## src/rtl/core/nrss_pkg.sv

```systemverilog
// Shared types, widths and codes for the nearest request seek scheduler.
package nrss_pkg;

    localparam int NUM_POSITIONS = 1024;
    localparam int COUNT_BITS    = 16;

    localparam int POS_W    = 10;
    localparam int STATUS_W = 2;
    localparam int SUM_W    = 32;
    localparam int PEND_W   = 20;
    localparam int POS_BITS = $clog2(NUM_POSITIONS);
    localparam int K_W      = POS_BITS + 1;
    localparam int SCAN_W   = ((POS_BITS > POS_W) ? POS_BITS : POS_W) + 1;

    localparam logic [POS_W-1:0]      TRACK_END_RST = POS_W'(1023);
    localparam logic [COUNT_BITS-1:0] CNT_MAX       = {COUNT_BITS{1'b1}};
    localparam logic [PEND_W-1:0]     PEND_MAX      = {PEND_W{1'b1}};
    localparam logic [SUM_W-1:0]      SUM_MAX       = {SUM_W{1'b1}};
    localparam logic [SCAN_W-1:0]     LAST_POS      = SCAN_W'(NUM_POSITIONS - 1);

    localparam logic OP_ADD   = 1'b0;
    localparam logic OP_SERVE = 1'b1;

    localparam logic [STATUS_W-1:0] STS_ADDED    = 2'd0;
    localparam logic [STATUS_W-1:0] STS_SERVED   = 2'd1;
    localparam logic [STATUS_W-1:0] STS_EMPTY    = 2'd2;
    localparam logic [STATUS_W-1:0] STS_REJECTED = 2'd3;

    typedef struct packed {
        logic             op;
        logic [POS_W-1:0] position;
    } t_req;

    typedef struct packed {
        logic [STATUS_W-1:0] status;
        logic [POS_W-1:0]    head_position;
        logic [POS_W-1:0]    distance_moved;
        logic [SUM_W-1:0]    total_distance;
    } t_result;

    typedef struct packed {
        logic clear;
        logic load;
        logic add_commit;
        logic scan;
    } t_dp_cmd;

    typedef struct packed {
        logic clear_done;
        logic is_serve;
        logic scan_found;
        logic scan_none;
    } t_dp_stat;

endpackage

```

## src/rtl/core/nrss_ctrl.sv

```systemverilog
// Sequencer: clearing pass, request decode, add update and outward scan.
module nrss_ctrl (
    input  logic              i_clk,
    input  logic              i_rst_n,
    input  logic              start,
    output logic              busy,
    input  nrss_pkg::t_dp_stat i_stat,
    output nrss_pkg::t_dp_cmd  o_cmd
);
    import nrss_pkg::*;

    localparam logic [2:0] S_CLEAR  = 3'd0;
    localparam logic [2:0] S_IDLE   = 3'd1;
    localparam logic [2:0] S_LOAD   = 3'd2;
    localparam logic [2:0] S_ADD_WR = 3'd3;
    localparam logic [2:0] S_SCAN   = 3'd4;

    logic [2:0] r_state;
    logic [2:0] n_state;

    always_comb begin
        n_state = r_state;
        o_cmd   = '0;
        unique case (r_state)
            S_CLEAR: begin
                o_cmd.clear = 1'b1;
                if (i_stat.clear_done) begin
                    n_state = S_IDLE;
                end
            end
            S_IDLE: begin
                o_cmd.load = start;
                if (start) begin
                    n_state = S_LOAD;
                end
            end
            S_LOAD: begin
                n_state = i_stat.is_serve ? S_SCAN : S_ADD_WR;
            end
            S_ADD_WR: begin
                o_cmd.add_commit = 1'b1;
                n_state          = S_IDLE;
            end
            S_SCAN: begin
                o_cmd.scan = 1'b1;
                if (i_stat.scan_found || i_stat.scan_none) begin
                    n_state = S_IDLE;
                end
            end
            default: begin
                n_state = S_CLEAR;
            end
        endcase
    end

    always_ff @(posedge i_clk) begin
        if (!i_rst_n) begin
            r_state <= S_CLEAR;
        end else begin
            r_state <= n_state;
        end
    end

    assign busy = (r_state != S_IDLE);

endmodule

```

## config.mk

```make
export PLATFORM = sky130hd
export DESIGN_NAME = nrss_ctrl
export DESIGN_NICKNAME = d
export VERILOG_FILES = /design/src/rtl/core/nrss_pkg.sv /design/src/rtl/core/nrss_ctrl.sv
export SDC_FILE = /design/constraint.sdc
export NUM_CORES = 1
export LEC_CHECK = 0
export ABC_AREA = 1
export BUFFER_PORTS_ARGS = -buffer_cell sky130_fd_sc_hd__buf_2
export CORE_AREA = 2 2 39 41
export CTS_BUF_LIST = sky130_fd_sc_hd__clkbuf_16
export CTS_CLUSTER_DIAMETER = 40
export DETAILED_ROUTE_END_ITERATION = 8
export DIE_AREA = 0 0 41 43
export GPL_TIMING_DRIVEN = 0
export SYNTH_ARGS = -nofsm -noshare
export SYNTH_HDL_FRONTEND = slang
export SYNTH_SLANG_ARGS = --single-unit
```

## constraint.sdc

```tcl
create_clock -name i_clk -period 1.4 [get_ports i_clk]
set_input_delay 0.28 -clock i_clk [delete_from_list [all_inputs] [get_ports i_clk]]
set_output_delay 0.28 -clock i_clk [all_outputs]
set_load 0.02 [all_outputs]
```

==> results.toml <==
[final_layout]
nNetsFinal = 59
top_register = "r_state"
drive_above_1_share_pct = 49.02
largest_reg_flops = 3
syn2layout_area_growth_pct = 76.27
nFillCells = 165
largest_registers = "r_state x3"
final_cells = 67
antenna_cells = 0

[synthesis]
synthTopCellsByArea = "dfxtp_1, nand3_1, inv_1, nor2_1, nand3_2"
synth_cell_type_count = 13
yosys.area.top_type = "dfxtp_1"
ys_warn_count = 0
synthCells = 35
post-synth-top-count-cell = "inv_1"
synth_edf_count = 0
synth_common_cells = "inv_1, nor2_1, nand3_1, dfxtp_1"
avgSynthCellArea_sq_um = 6.327
async_reset_ff_share_pct = 0
synth_nets = 42
synth_seq_area_share_pct = 27.12
synth-seq-cells = 3
syn_area_sq_um = 221.5
synth_top_area_share_pct = 27.12
synth_flop_cell = "dfxtp_1"

[global_route]
overflow = 0
grt_use_total_pct = 9.419
met1_usage_pct = 7.987
top_usage_layer = "met2"
antenna_found_initial = 0
grt_pass1_vias = 249
grt_max_degree = 7
grt_use_met2_pct = 13.13
grt_use_met3_pct = 6.283
grt_pass1_wl_um = 972

[power_and_ir_drop]
peakVddDrop_mv = 0.5647
p_leak_nw = 0.2057
pwr_density_cell_nw_per_um2 = 1775

[floorplan]
die_h_um = 43
die_w_um = 41
core_sq_um = 1384
rows = 14
start_util_pct = 16.00
boundaryPins = 12
design.die.area_sq_um = 1763

[route]
ant_nets = 0
via_per_inst = 3.851
drc = 0
wl_per_cell_um = 8.493
drt_iter0_drc = 4
dr.pass1.iters = 2
vias = 258
wl_um = 569

[job]
drv_cap = 0

[sta]
finalSetupViolCount = 0
skew_ps = 0.6668
max_freq_ghz = 0.7494
slew_viol_final = 0
finalCritPeriodShare_pct = 95.32
max-slew-margin-rel_pct = 88.20
setup_tns_ps = 0
hold_viol = 0
tightestPinTransition_ps = 176.8
period_minus_slack_ps = 1334

[worst_setup_path]
critPathKind = "flop to output port"
r2r_slack_ps = 400
crit_required_ps = 1120
critPathLaunchType = "flop"
worstSetupEndpointType = "output port"
arrival_ps = 1050
cp_max_fo = 5

[clock_network]
cts_root_buf = "clkbuf_16"
clk_pin_slew_ps = 30
htree_levels = 1
clkSinkCount = 3
cts_tree = "done"
cts_made_buffers = 3
clock_latency_ps = 230
clock_path_buffers = 2

[placement]
place_inst = 62
gp_congestion = 0.7192
dp_hpwl_um = 412.7
portBuffers = 11

[status]
outcome = "completed"

[worst_hold_path]
min_path_type = "input pin to flop"
[layout make-up]
| class | count | area [sq um] | share of cell area [%] |
|---|---|---|---|
| inverter | 9 | 33.78 | 8.654 |
| timing repair buffer | 12 | 65.06 | 16.67 |
| sequential | 3 | 62.56 | 16.03 |
| clock buffer | 3 | 75.07 | 19.23 |
| tap | 16 | 20.02 | 5.128 |
| clock inverter | 1 | 3.754 | 0.9615 |
| multi-input combinational | 23 | 130.1 | 33.33 |
[routing by layer]
metal	up-vias	part of all wire (%)
met5	-	0
met4	0	3.9
met3	2	10
met2	9	49
met1	109	37
li1	138	-
[report_power, final]
part / internal [mW] / switching (mW) / leakage [nW]
combinational: 0.0528 / 0.0774 / 0.138
clock: 0.369 / 0.0886 / 0.0423
sequential: 0.0952 / 0.00991 / 0.0253
total: 0.517 / 0.176 / 0.206
[critical path: stages, from the launching register on]
cell	delay [ps]
dfxtp_1	390
inv_1	100
nor3_1	140
buf_2	190
[logic make-up (layout without fill, tap and decap cells)]
family | count (synthesis) | in the layout | synth area share [%]
DFF | 3 | 3 | 27.12
buffers and inverters | 9 | 25 | 15.25
AOI/OAI and AO/OA | 1 | 1 | 2.258
and+or+nand+nor | 22 | 22 | 55.37
[path summary, 6_finish.rpt]
kind                                 start    endpoint  depth (start not counted)
worst min-delay path               i_rst_n  r_state[0]                          3
worst max-delay path            r_state[1]    o_cmd[1]                          3
worst max register to register  r_state[1]  r_state[0]                          6
worst min register to register  r_state[1]  r_state[2]                          2
[through the flow]
stage          setup slack [ps]  power, mW  utilization, %  instance area, sq um  hold slack, ps
6_report                  65.59     0.6931           28.21                 390.4           313.1
5_1_grt                  -14.10     0.7306           28.21                 390.4           332.4
4_1_cts                   34.01     0.6950           27.12                 375.4           320.5
3_5_place_dp              278.7     0.2262           21.43                 296.5           549.5
3_3_place_gp              287.9     0.2244           21.43                 296.5           547.0
2_1_floorplan             195.9     0.1924               -                 221.5           427.9
[layout by cell type (no fill, tap or decap), drive strengths merged]
| master | synthesis | routed |
|---|---|---|
| buf | 0 | 12 |
| nand3 | 8 | 8 |
| a21oi | 1 | 1 |
| inv | 9 | 10 |
| nor3 | 2 | 2 |
| clkbuf | 0 | 3 |
| nor2 | 9 | 9 |
| dfxtp | 3 | 3 |
| nand2 | 3 | 3 |
[timing repair]
item | 4_1_cts | 5_1_grt
resized for setup | 0 | 4
hold buffers | 0 | 0
buffers inserted | 0 | 1
setup endpoints to repair | 0 | 2
hold endpoints to repair | 0 | 0
No activity file was read; power rests on OpenSTA's default activity.
